### src/touchpad_gesture_binder_defines.svh
`ifndef TOUCHPAD_GESTURE_BINDER_DEFINES_SVH
`define TOUCHPAD_GESTURE_BINDER_DEFINES_SVH

// same-cycle implication, reset-qualified
`define TGB_ASSERT_NOW(label, ante, cons) \
    label: assert property (@(posedge clk) disable iff (!rst_n) (ante) |-> (cons)) \
        else $error("touchpad_gesture_binder: same-cycle check failed");

// next-cycle implication, reset-qualified
`define TGB_ASSERT_NEXT(label, ante, cons) \
    label: assert property (@(posedge clk) disable iff (!rst_n) (ante) |=> (cons)) \
        else $error("touchpad_gesture_binder: next-cycle check failed");

`endif

### src/tgb_pkg.sv
package tgb_pkg;

    typedef enum logic [1:0] {
        CMD_BEGIN  = 2'd0,
        CMD_UPDATE = 2'd1,
        CMD_END    = 2'd2
    } cmd_t;

    typedef enum logic [2:0] {
        DIR_NONE  = 3'd0,
        DIR_LEFT  = 3'd1,
        DIR_RIGHT = 3'd2,
        DIR_UP    = 3'd3,
        DIR_DOWN  = 3'd4,
        DIR_IN    = 3'd5,
        DIR_OUT   = 3'd6
    } dir_t;

    localparam logic [1:0] KIND_SWIPE = 2'd0;
    localparam logic [1:0] KIND_PINCH = 2'd1;

    localparam logic [15:0] SCALE_ONE = 16'd4096;

    localparam logic [2:0] REG_BINDING_ENABLED = 3'd0;
    localparam logic [2:0] REG_BIND_COUNT      = 3'd1;
    localparam logic [2:0] REG_BIND_TABLE      = 3'd2;
    localparam logic [2:0] REG_PINCH_OUT       = 3'd3;
    localparam logic [2:0] REG_PINCH_IN        = 3'd4;

    localparam logic [15:0] PINCH_OUT_RESET = 16'd4505;
    localparam logic [15:0] PINCH_IN_RESET  = 16'd3687;

    typedef struct packed {
        logic [1:0]         kind;
        logic [3:0]         fingers;
        logic               claimable;
        logic               was_cancelled;
        logic signed [15:0] delta_x;
        logic signed [15:0] delta_y;
        logic [15:0]        pinch_scale;
    } item_t;

    typedef struct packed {
        logic       use_dir;
        logic [1:0] kind;
        logic [3:0] fingers;
        dir_t       dir;
    } match_req_t;

    typedef struct packed {
        logic       hit;
        logic [2:0] index;
    } match_rsp_t;

    typedef struct packed {
        logic       active;
        logic [1:0] kind;
        logic [3:0] fingers;
        dir_t       dir;
    } track_t;

endpackage

### src/tgb_matcher.sv
module tgb_matcher
    import tgb_pkg::*;
#(
    parameter int BIND_SLOTS = 8
)
(
    input  logic       [3:0]  bind_count,
    input  logic       [63:0] bind_table,
    input  match_req_t        req,
    output match_rsp_t        rsp
);

    logic [7:0] entry;

    always_comb
    begin
        rsp   = '0;
        entry = '0;
        for (int i = BIND_SLOTS - 1; i >= 0; i--)
        begin
            entry = bind_table[8*i +: 8];
            if ((4'(i) < bind_count) &&
                ({1'b0, entry[0]} == req.kind) &&
                (entry[4:1] == req.fingers) &&
                (!req.use_dir || (entry[7:5] == req.dir)))
            begin
                rsp.hit   = 1'b1;
                rsp.index = 3'(i);
            end
        end
    end

endmodule

### src/tgb_tracker.sv
module tgb_tracker
    import tgb_pkg::*;
(
    input  logic        clk,
    input  logic        rst_n,
    input  logic        take,
    input  cmd_t        cmd,
    input  item_t       item,
    input  logic        claim,
    input  logic [15:0] pinch_out_threshold,
    input  logic [15:0] pinch_in_threshold,
    output track_t      trk
);

    logic               active_reg,  active_next;
    logic [1:0]         kind_reg,    kind_next;
    logic [3:0]         fingers_reg, fingers_next;
    logic signed [31:0] sum_x_reg,   sum_x_next;
    logic signed [31:0] sum_y_reg,   sum_y_next;
    logic [15:0]        scale_reg,   scale_next;

    logic        own;
    logic [32:0] add_x, add_y;
    logic [31:0] abs_x, abs_y;
    dir_t        dir;

    function automatic logic [31:0] sat32(input logic [32:0] s);
        logic [31:0] r;
        if (s[32] != s[31])
            r = s[32] ? 32'h8000_0000 : 32'h7FFF_FFFF;
        else
            r = s[31:0];
        return r;
    endfunction

    assign own   = active_reg && (kind_reg == item.kind);
    assign add_x = {sum_x_reg[31], sum_x_reg} + {{17{item.delta_x[15]}}, item.delta_x};
    assign add_y = {sum_y_reg[31], sum_y_reg} + {{17{item.delta_y[15]}}, item.delta_y};
    assign abs_x = sum_x_reg[31] ? 32'(-sum_x_reg) : sum_x_reg;
    assign abs_y = sum_y_reg[31] ? 32'(-sum_y_reg) : sum_y_reg;

    always_comb
    begin
        dir = DIR_NONE;
        if (kind_reg == KIND_SWIPE)
        begin
            if ((sum_x_reg == 32'sd0) && (sum_y_reg == 32'sd0))
                dir = DIR_NONE;
            else if (abs_x > abs_y)
                dir = sum_x_reg[31] ? DIR_LEFT : DIR_RIGHT;
            else
                dir = (sum_y_reg > 32'sd0) ? DIR_DOWN : DIR_UP;
        end
        else if (kind_reg == KIND_PINCH)
        begin
            if (scale_reg > pinch_out_threshold)
                dir = DIR_OUT;
            else if (scale_reg < pinch_in_threshold)
                dir = DIR_IN;
        end
    end

    assign trk = '{active: active_reg, kind: kind_reg, fingers: fingers_reg, dir: dir};

    always_comb
    begin
        active_next  = active_reg;
        kind_next    = kind_reg;
        fingers_next = fingers_reg;
        sum_x_next   = sum_x_reg;
        sum_y_next   = sum_y_reg;
        scale_next   = scale_reg;
        if (take)
        begin
            unique case (cmd)
                CMD_BEGIN:
                begin
                    active_next  = claim;
                    kind_next    = claim ? item.kind : 2'd0;
                    fingers_next = claim ? item.fingers : 4'd0;
                    sum_x_next   = '0;
                    sum_y_next   = '0;
                    scale_next   = claim ? SCALE_ONE : 16'd0;
                end
                CMD_UPDATE:
                begin
                    if (own)
                    begin
                        sum_x_next = sat32(add_x);
                        sum_y_next = sat32(add_y);
                        if (item.kind == KIND_PINCH)
                            scale_next = item.pinch_scale;
                    end
                end
                CMD_END:
                begin
                    if (own)
                    begin
                        active_next  = 1'b0;
                        kind_next    = '0;
                        fingers_next = '0;
                        sum_x_next   = '0;
                        sum_y_next   = '0;
                        scale_next   = '0;
                    end
                end
                default:
                begin
                end
            endcase
        end
    end

    always_ff @(posedge clk or negedge rst_n)
    begin
        if (!rst_n)
        begin
            active_reg  <= 1'b0;
            kind_reg    <= '0;
            fingers_reg <= '0;
            sum_x_reg   <= '0;
            sum_y_reg   <= '0;
            scale_reg   <= '0;
        end
        else
        begin
            active_reg  <= active_next;
            kind_reg    <= kind_next;
            fingers_reg <= fingers_next;
            sum_x_reg   <= sum_x_next;
            sum_y_reg   <= sum_y_next;
            scale_reg   <= scale_next;
        end
    end

endmodule

### src/touchpad_gesture_binder.sv
// Channel   Dir  Signals                       Accepted when
// ------------------------------------------------------------------------
// s_*       in   s_tvalid s_tready s_tdata s_tuser  s_tvalid && s_tready
// m_*       out  m_tvalid m_tready m_tdata          m_tvalid && m_tready
// apb       in   psel penable pwrite paddr pwdata   psel && penable && pwrite
//
// One item per cycle while s_tready is high; a result appears in the cycle after its item is taken.
// The tracker update, table compare and direction select run in the same cycle,
// ahead of the result register.
// s_tready stays high while the result register is empty or being drained.
// rst_n clears tracker, result valid and registers to their defaults.
module touchpad_gesture_binder
    import tgb_pkg::*;
#(
    parameter int BIND_SLOTS = 8
)
(
    input  logic        clk,
    input  logic        rst_n,
    input  logic        s_tvalid,
    output logic        s_tready,
    // kind[1:0] fingers[5:2] claimable[6] was_cancelled[7] delta_x[23:8]
    // delta_y[39:24] pinch_scale[55:40]
    input  logic [55:0] s_tdata,
    // command[1:0]
    input  logic [1:0]  s_tuser,
    output logic        m_tvalid,
    input  logic        m_tready,
    // accepted[0] direction[3:1] bind_found[4] bind_index[7:5]
    output logic [7:0]  m_tdata,
    input  logic        psel,
    input  logic        penable,
    input  logic        pwrite,
    input  logic [5:0]  paddr,
    input  logic [63:0] pwdata,
    output logic [63:0] prdata,
    output logic        pready
);

    `include "touchpad_gesture_binder_defines.svh"

    logic        enabled_reg;
    logic [3:0]  count_reg;
    logic [63:0] table_reg;
    logic [15:0] pout_reg;
    logic [15:0] pin_reg;

    logic       m_tvalid_reg, m_tvalid_next;
    logic [7:0] m_tdata_reg,  m_tdata_next;

    logic       take;
    logic       cfg_wr;
    cmd_t       cmd;
    item_t      item;
    track_t     trk;
    match_req_t req;
    match_rsp_t rsp;
    logic       claim;
    logic       own;
    logic       accepted;
    dir_t       dir_out;
    logic       found;
    logic [2:0] index;

    assign pready   = 1'b1;
    assign cfg_wr   = psel && penable && pwrite;
    assign s_tready = !m_tvalid_reg || m_tready;
    assign take     = s_tvalid && s_tready;
    assign cmd      = cmd_t'(s_tuser);
    assign item     = item_t'({s_tdata[1:0], s_tdata[5:2], s_tdata[6], s_tdata[7],
                               s_tdata[23:8], s_tdata[39:24], s_tdata[55:40]});

    always_ff @(posedge clk or negedge rst_n)
    begin
        if (!rst_n)
        begin
            enabled_reg <= 1'b0;
            count_reg   <= '0;
            table_reg   <= '0;
            pout_reg    <= PINCH_OUT_RESET;
            pin_reg     <= PINCH_IN_RESET;
        end
        else if (cfg_wr)
        begin
            unique case (paddr[5:3])
                REG_BINDING_ENABLED: enabled_reg <= pwdata[0];
                REG_BIND_COUNT:      count_reg   <= pwdata[3:0];
                REG_BIND_TABLE:      table_reg   <= pwdata;
                REG_PINCH_OUT:       pout_reg    <= pwdata[15:0];
                REG_PINCH_IN:        pin_reg     <= pwdata[15:0];
                default:
                begin
                end
            endcase
        end
    end

    always_comb
    begin
        unique case (paddr[5:3])
            REG_BINDING_ENABLED: prdata = {63'd0, enabled_reg};
            REG_BIND_COUNT:      prdata = {60'd0, count_reg};
            REG_BIND_TABLE:      prdata = table_reg;
            REG_PINCH_OUT:       prdata = {48'd0, pout_reg};
            REG_PINCH_IN:        prdata = {48'd0, pin_reg};
            default:             prdata = '0;
        endcase
    end

    always_comb
    begin
        req = '{use_dir: 1'b1, kind: trk.kind, fingers: trk.fingers, dir: trk.dir};
        if (cmd == CMD_BEGIN)
            req = '{use_dir: 1'b0, kind: item.kind, fingers: item.fingers, dir: DIR_NONE};
    end

    tgb_matcher #(
        .BIND_SLOTS (BIND_SLOTS)
    ) u_matcher (
        .bind_count (count_reg),
        .bind_table (table_reg),
        .req        (req),
        .rsp        (rsp)
    );

    assign claim = item.claimable && enabled_reg && rsp.hit;

    tgb_tracker u_tracker (
        .clk                 (clk),
        .rst_n               (rst_n),
        .take                (take),
        .cmd                 (cmd),
        .item                (item),
        .claim               (claim),
        .pinch_out_threshold (pout_reg),
        .pinch_in_threshold  (pin_reg),
        .trk                 (trk)
    );

    assign own = trk.active && (trk.kind == item.kind);

    always_comb
    begin
        accepted = 1'b0;
        dir_out  = DIR_NONE;
        found    = 1'b0;
        index    = '0;
        unique case (cmd)
            CMD_BEGIN:  accepted = claim;
            CMD_UPDATE: accepted = own;
            CMD_END:
            begin
                accepted = own;
                if (own && !item.was_cancelled && enabled_reg)
                begin
                    dir_out = trk.dir;
                    if ((trk.dir != DIR_NONE) && rsp.hit)
                    begin
                        found = 1'b1;
                        index = rsp.index;
                    end
                end
            end
            default:
            begin
            end
        endcase
    end

    always_comb
    begin
        m_tvalid_next = m_tvalid_reg;
        m_tdata_next  = m_tdata_reg;
        if (take)
        begin
            m_tvalid_next = 1'b1;
            m_tdata_next  = {index, found, dir_out, accepted};
        end
        else if (m_tready)
        begin
            m_tvalid_next = 1'b0;
        end
    end

    always_ff @(posedge clk or negedge rst_n)
    begin
        if (!rst_n)
            m_tvalid_reg <= 1'b0;
        else
            m_tvalid_reg <= m_tvalid_next;
    end

    always_ff @(posedge clk)
    begin
        m_tdata_reg <= m_tdata_next;
    end

    assign m_tvalid = m_tvalid_reg;
    assign m_tdata  = m_tdata_reg;

    `TGB_ASSERT_NEXT(a_take_gives_result, take, m_tvalid)
    `TGB_ASSERT_NOW(a_found_has_dir, m_tvalid && m_tdata[4],
                    m_tdata[0] && (m_tdata[3:1] != 3'd0))
    `TGB_ASSERT_NEXT(a_end_clears, take && (cmd == CMD_END) && own, !trk.active)
    `TGB_ASSERT_NOW(a_index_in_range, m_tvalid && m_tdata[4],
                    {29'd0, m_tdata[7:5]} < 32'(BIND_SLOTS))

endmodule
### config.mk
export PLATFORM = sky130hd
export DESIGN_NAME = touchpad_gesture_binder
export DESIGN_NICKNAME = d
export VERILOG_FILES = /design/src/tgb_pkg.sv /design/src/tgb_matcher.sv /design/src/tgb_tracker.sv /design/src/touchpad_gesture_binder.sv
export VERILOG_INCLUDE_DIRS = /design/src /design/src/src
export SDC_FILE = /design/constraint.sdc
export NUM_CORES = 1
export LEC_CHECK = 0
export BUFFER_PORTS_ARGS = -buffer_cell sky130_fd_sc_hd__buf_4
export CAP_MARGIN = 40
export CORE_MARGIN = 4
export CORE_UTILIZATION = 45
export DETAILED_ROUTE_END_ITERATION = 10
export SYNTH_ARGS = -nofsm -noshare
export SYNTH_HDL_FRONTEND = slang
export SYNTH_SLANG_ARGS = --single-unit
export TNS_END_PERCENT = 50
### constraint.sdc
create_clock -name clk -period 7.13 [get_ports clk]
set_clock_uncertainty 0.2 [all_clocks]
set_input_delay 1.426 -clock clk [delete_from_list [all_inputs] [get_ports clk]]
set_output_delay 1.426 -clock clk [all_outputs]
set_load 0.02 [all_outputs]
==> summary.md, run 1 <==
| Metric | Value |
|---|---|
| Fin area | around 18000 µm² |
| # clock sinks | between 150 and 200 |
| Met3 Wirelength | about 2.2 mm |
| Fraction of layout cells with a size suffix above 1 | 0.202 |
| Gpl congestion | just under 0.9 |
| Final ANT Viol Nets | 0 |
| H-tree depth | 4 |
| Post-synthesis cell area | approximately 15000 µm² |
| First-pass GRT wire length | roughly 72 mm |
| Max reg flops | 64 |
| Maxcap violations | 0 |
| Die width | 193 µm |
| GR Overflow Total | 0 |
| RSZ-0062 raised after global routing | no |
| Syn avg cell area | slightly above 9 µm² |
| CP Class | flip-flop to flip-flop |
| Commonest non-fill, non-tap cells in the layout | 227 x buf_4, 175 x dfrtp_1, 167 x nand2_1 |
| Starting DRC count in detailed routing | between 800 and 900 |
| Die height | between 150 and 200 µm |
| Clock root buffer master | clkbuf_16 |
| Post-Syn Nets | 1968 |
| Most common cell after layout, fill and taps aside | buf_4 |
| Number of global-route vias before repair | 13200 |
| Worst slew margin | 0.445 |
| Placed insts | approximately 2300 |
| CTS tree | yes |
| CTS Buffer Depth | 2 |
| Port Buffers | around 210 |
| Via density | 5.72 |
| Initial core utilization | 0.458 |
| Post-layout util | 0.540 |
| Max Clk Rate | approximately 150 MHz |
| Yosys cell types | slightly below 80 |
| P_leak | roughly 8.6 nW |
| Yosys Warn Count | 0 |
| Largest net degree at the start of global routing | 92 |
| Routed met1 length | approximately 21 mm |
| Fill count | 3113 |
| Clock transition at path regs | approximately 0.080 ns |
| Number of synthesized flops with an enable pin | 8 |
| Nets@finish | about 2200 |
| Post-CTS Setup Repair Bufs | 0 |
| Final Max Tran Viols | 0 |
| Total Neg Setup Slack | 0 ns |
| Skew-Pair Late Insertion Delay | between 0.4 and 0.5 ns |
| Startpoint types | flip-flop |
| Top layer in use | met5 |
| Rows | 67 |
| Sequential area share after synthesis | 0.324 |
| CTS buffer count | 17 |
| Vias | 13400 |
| Hold WC Path Type | flip-flop to flip-flop |
| Tcrit/Tclk final | 0.946 |
| Final cell count without fillers | between 2000 and 2500 |
| #FFs+latches synth | 197 |
| Final hold vios | 0 |
| I/O Pins | between 200 and 250 |
| DIE AREA | 37200 µm² |
| Crit Path Max Fanout | 10 |
| Async S/R FF share, synth | 0.959 |
| DRC | 0 |
| # setup viols final | 0 |
| Antenna violations before repair | 1 |
| Final hold slack | 0.291 ns |
| Area grow syn2layout | 17.9% |
| ANT cells | 0 |
| Worst VDD drop | 0.189 mV |
| Cells after Synth | approximately 1700 |
| Worst EP required | between 7 and 8 ns |
| GRT Util Overall | 0.241 |
| Power Density | 266 nW/µm² |
| Core footprint | 33600 µm² |
| Worst-margin pin slew | a little over 0.8 ns |
| Met2 WL | between 20 and 25 mm |
| Min cycle time layout | about 6.7 ns |
| Top_reg_cell synth | dfrtp_1 |
| Crit path DAT | just under 7 ns |
| Post-DR wirelength/cell | a little under 20 µm |
| DRT Wirelength | about 45 mm |
| DP Area | 17600 µm² |
| Drt first pass iters | 4 |
| Outcome | finished clean |
| Endpoint class of the critical path | flip-flop |
| HPWL after DPL | ~34 mm |
[synth_stat cells, types with 19 or more instances]
| cell type | count | share of area |
|---|---|---|
| a21oi_1 | 142 | 0.046 |
| nand2_1 | 168 | 0.041 |
| ha_1 | 133 | 0.11 |
| dfrtp_1 | 175 | 0.28 |
| xor2_1 | 71 | 0.040 |
| a21o_1 | 36 | 0.018 |
| o31ai_1 | 21 | 0.010 |
| nand2b_1 | 25 | 0.010 |
| clkbuf_1 | 58 | 0.014 |
| xnor2_1 | 102 | 0.058 |
| o21ai_0 | 103 | 0.033 |
| nand4_1 | 27 | 0.011 |
| mux2i_1 | 20 | 0.013 |
| nand3_1 | 21 | 0.0068 |
| mux2_2 | 75 | 0.055 |
| inv_1 | 70 | 0.017 |
| a22oi_1 | 24 | 0.012 |
| nor2_1 | 49 | 0.012 |
| a31oi_1 | 19 | 0.0077 |
| and2_1 | 58 | 0.024 |
[critical path: stages (launching register included)]
cell and delay, ns:
dfrtp_1 0.45, or4_4 0.57, or3_1 0.39, or3_1 0.43, or4_1 0.58, nand2_1 0.12
xor2_1 0.15, ha_1 0.26, and4_1 0.22, a221o_1 0.34, a211o_1 0.34, o21ai_0 0.41
mux2i_4 0.33, buf_4 0.25, xor2_1 0.17, o41ai_1 0.16, or4_4 0.59, nor3_4 0.41
o41ai_1 0.13
[power breakdown]
| group | total [mW] | internal, mW | switching, mW |
|---|---|---|---|
| sequential | 1.62 | 1.34 | 0.282 |
| clock | 0.980 | 0.483 | 0.496 |
| combinational | 2.23 | 1.01 | 1.22 |
| total | 4.83 | 2.84 | 1.99 |
[layout make-up]
type	instances	area, µm²	share of cell area
Clock buffer	18	450	0.0248
Multi-Input combinational cell	1364	9930	0.547
Inverter	70	263	0.0145
Clock inverter	14	125	0.00690
Tap cell	448	561	0.0309
Sequential cell	197	4990	0.275
Timing Repair Buffer	234	1830	0.101
[timing repair]
action | in CTS | in global routing
hold buffers | 0 | 0
resized for setup | 0 | 1
setup endpoints to repair | 0 | 1
[cells by family after synthesis]
logic type,share of synthesized area
xor gates and xnor gates,0.0984
AOI/OAI and AO/OA,0.205
other,0.000244
buffers and inverters,0.0338
adders and majority gates,0.111
and+or+nand+nor,0.157
muxes,0.0708
DFF,0.324
[worst paths after layout]
| check | startpoint | end | slack [ns] | cells after the start |
|---|---|---|---|---|
| worst min-delay path | u_tracker.active_reg$_DFFE_PN0P_ | u_tracker.active_reg$_DFFE_PN0P_ | 0.29 | 2 |
| worst max-delay path | u_tracker.sum_y_reg[7]$_DFFE_PN0P_ | m_tdata[0]$_DFFE_PP_ | 0.39 | 18 |
| max in group asynchronous | rst_n | table_reg[7]$_DFFE_PN0P_ | 4.59 | 2 |
| worst min register to register | u_tracker.active_reg$_DFFE_PN0P_ | u_tracker.active_reg$_DFFE_PN0P_ | 0.29 | 2 |
| worst max register to register | u_tracker.sum_y_reg[7]$_DFFE_PN0P_ | m_tdata[0]$_DFFE_PP_ | 0.39 | 18 |
| min in group asynchronous | rst_n | u_tracker.sum_y_reg[15]$_DFFE_PN0P_ | 0.84 | 1 |
[layer usage]
layer | GRT usage | vias to the layer above
met4 | 0.0479 | 2
met2 | 0.386 | 262
met3 | 0.0450 | 28
li1 | - | 6595
met5 | 0 | -
met1 | 0.343 | 6532
[stage by stage]
stage	setup WS (ns)	total power, mW
after floorplan	0.984	3.20
after global placement	0.343	3.80
after detailed placement	0.272	3.86
after CTS	0.268	4.86
after global routing	0.126	5.20
final	0.388	4.83
No activity file was read; power rests on OpenSTA's default activity.
==> run 2, diff against run 1 <==
- GPL_TIMING_DRIVEN: not set -> 0
- REMOVE_ABC_BUFFERS: not set -> 1
==> run 2 against run 1 <==
Net effect: fmax shrank 0.35%; sequential cell count is the same; non-clock buffer count shrank 3; highest routed layer unchanged; routed wire length shrank 2.8%.
==> summary.md, run 2 (same netlist as run 1, synthesis figures left out) <==
| Metric | Value |
|---|---|
| # clock sinks | 197 |
| Endpoint class of the critical path | flip-flop |
| P_leak | about 8.6 nW |
| CTS Buffer Depth | 2 |
| Tcrit/Tclk final | 0.949 |
| Power Density | 261 nW/µm² |
| CTS tree | yes |
| H-tree depth | 4 |
| Most common cell after layout, fill and taps aside | buf_4 |
| DIE AREA | around 37000 µm² |
| Fill count | about 3100 |
| Reg area | ~5000 µm² |
| Hold path startpoint | u_tracker.fingers_reg[0]$_DFFE_PN0P_ |
| RR Endpoint | m_tdata[0]$_DFFE_PP_ |
| Clock transition at path regs | about 0.080 ns |
| Fraction of layout cells with a size suffix above 1 | 0.200 |
| HPWL after DPL | about 34 mm |
| Worst slew margin | 0.342 |
| Hold WC Path Type | flip-flop to flip-flop |
| RSZ-0062 raised after global routing | no |
| Hold EP | u_tracker.fingers_reg[0]$_DFFE_PN0P_ |
| Vias | ~13000 |
| Crit path DAT | around 6.8 ns |
| Pre-CTS WS | approximately 0.17 ns |
| Nets@finish | between 2000 and 2500 |
| DRT Wirelength | around 44 mm |
| R2R cell count | 17 |
| Drt first pass iters | 5 |
| Final worst slack | 0.364 ns |
| Total Neg Setup Slack | 0 ns |
| Worst EP required | about 7.1 ns |
| Startpoint types | flip-flop |
| Commonest non-fill, non-tap cells in the layout | 213 x buf_4, 175 x dfrtp_1, 167 x nand2_1 |
| Crit Path Max Fanout | 10 |
| CTS buffer count | 17 |
| Maxcap violations | 0 |
| Max Clk Rate | between 100 and 150 MHz |
| Worst-margin pin slew | about 1 ns |
| Worst r2r src | u_tracker.sum_y_reg[7]$_DFFE_PN0P_ |
| Core footprint | between 30000 and 40000 µm² |
| Final Max Tran Viols | 0 |
| Gpl congestion | a little under 0.9 |
| Final ANT Viol Nets | 0 |
| Skew-Pair Late Insertion Delay | ~0.46 ns |
| # hold bufs at CTS | 0 |
| ANT cells | 0 |
| Worst VDD drop | around 0.25 mV |
| Post-DR wirelength/cell | 18.7 µm |
| R2r setup slk | 0.36 ns |
| Min cycle time layout | 6.77 ns |
| Final cell count without fillers | 2342 |
| Largest net degree at the start of global routing | roughly 110 |
| Multi-input combinational cell area | ~10000 µm² |
| Die width | roughly 190 µm |
| First-pass GRT wire length | approximately 70 mm |
| Port Buffers | between 200 and 250 |
| Number of global-route vias before repair | 13000 |
| Area grow syn2layout | 18.2% |
| Rows | between 60 and 70 |
| Antenna violations before repair | 1 |
| Die height | 193 µm |
| Worst hold path stage count | 2 |
| Clock root buffer master | clkbuf_16 |
| Placed insts | roughly 2300 |
| GRT Util Overall | 0.233 |
| I/O Pins | between 200 and 250 |
| Outcome | finished clean |
| Starting DRC count in detailed routing | around 790 |
| Final hold vios | 0 |
| DRC | 0 |
| # setup viols final | 0 |
| Tot Pwr | about 4.7 mW |
| Via density | 5.64 |
| Max reg flops | 64 |
| GR Overflow Total | 0 |
| CP Class | flip-flop to flip-flop |
| Initial core utilization | 0.458 |
==> run 2: area by class of cell <==
type	count	share of cell area
Multi-Input combinational cell	1364	0.547
Sequential cell	197	0.274
Timing Repair Buffer	231	0.104
Tap cell	448	0.0308
Clock buffer	20	0.0240
Inverter	70	0.0144
Clock inverter	12	0.00577
==> run 2: worst max-delay path, cell delays in order (launching register included) <==
cell and delay (ns):
dfrtp_1 0.47, or4_4 0.57, or3_1 0.38, or3_1 0.43, or4_1 0.58, or4_1 0.54
ha_1 0.33, nand4_1 0.12, nor2_1 0.20, nand4_1 0.18, nand2b_1 0.22, o21a_1 0.19
a221o_2 0.57, xnor2_1 0.23, o41ai_2 0.14, or4_4 0.59, nor3_4 0.45, o41ai_1 0.13
==> run 2: how the worst max path moves through the flow <==
stage	startpoint	end	slack, ns	depth (start not counted)
final	u_tracker.sum_y_reg[7]$_DFFE_PN0P_	m_tdata[0]$_DFFE_PP_	0.36	17
after global routing	u_tracker.sum_y_reg[7]$_DFFE_PN0P_	m_tdata[0]$_DFFE_PP_	0.14	17
after CTS	u_tracker.sum_y_reg[7]$_DFFE_PN0P_	m_tdata[0]$_DFFE_PP_	0.10	17
after detailed placement	u_tracker.sum_y_reg[7]$_DFFE_PN0P_	m_tdata[0]$_DFFE_PP_	0.17	17
after global placement	paddr[5]	table_reg[61]$_DFFE_PN0P_	-3.40	4
after floorplan	paddr[5]	table_reg[0]$_DFFE_PN0P_	0.07	3
==> run 2: metrics by stage <==
step | instance area [µm²] | hold slack (ns) | utilization
floorplan | 15100 | 0.255 | -
global placement | 17200 | 0.270 | 0.513
detailed placement | 17600 | 0.280 | 0.525
CTS | 18200 | 0.297 | 0.541
global route | 18200 | 0.327 | 0.541
finish | 18200 | 0.296 | 0.541
==> run 2: layer usage <==
metal,GRT usage,up-vias,part of all wire
met5,0,-,0.00046
met4,0.0411,2,0.010
met3,0.0562,33,0.061
met2,0.358,288,0.44
met1,0.339,6314,0.48
li1,-,6570,-
==> run 2: timing repair <==
action / CTS / global route
setup endpoints to repair: 0 / 4
endpoints found under the hold margin: 0 / 0
setup buffers: 0 / 1
gates resized for setup: 0 / 2
==> run 2: power by group <==
part           internal, mW  leakage, nW  switching [mW]
Sequential             1.34         2.51           0.282
Combinational          1.01         5.85            1.18
Clock                 0.482        0.256           0.458
Total                  2.83         8.62            1.92
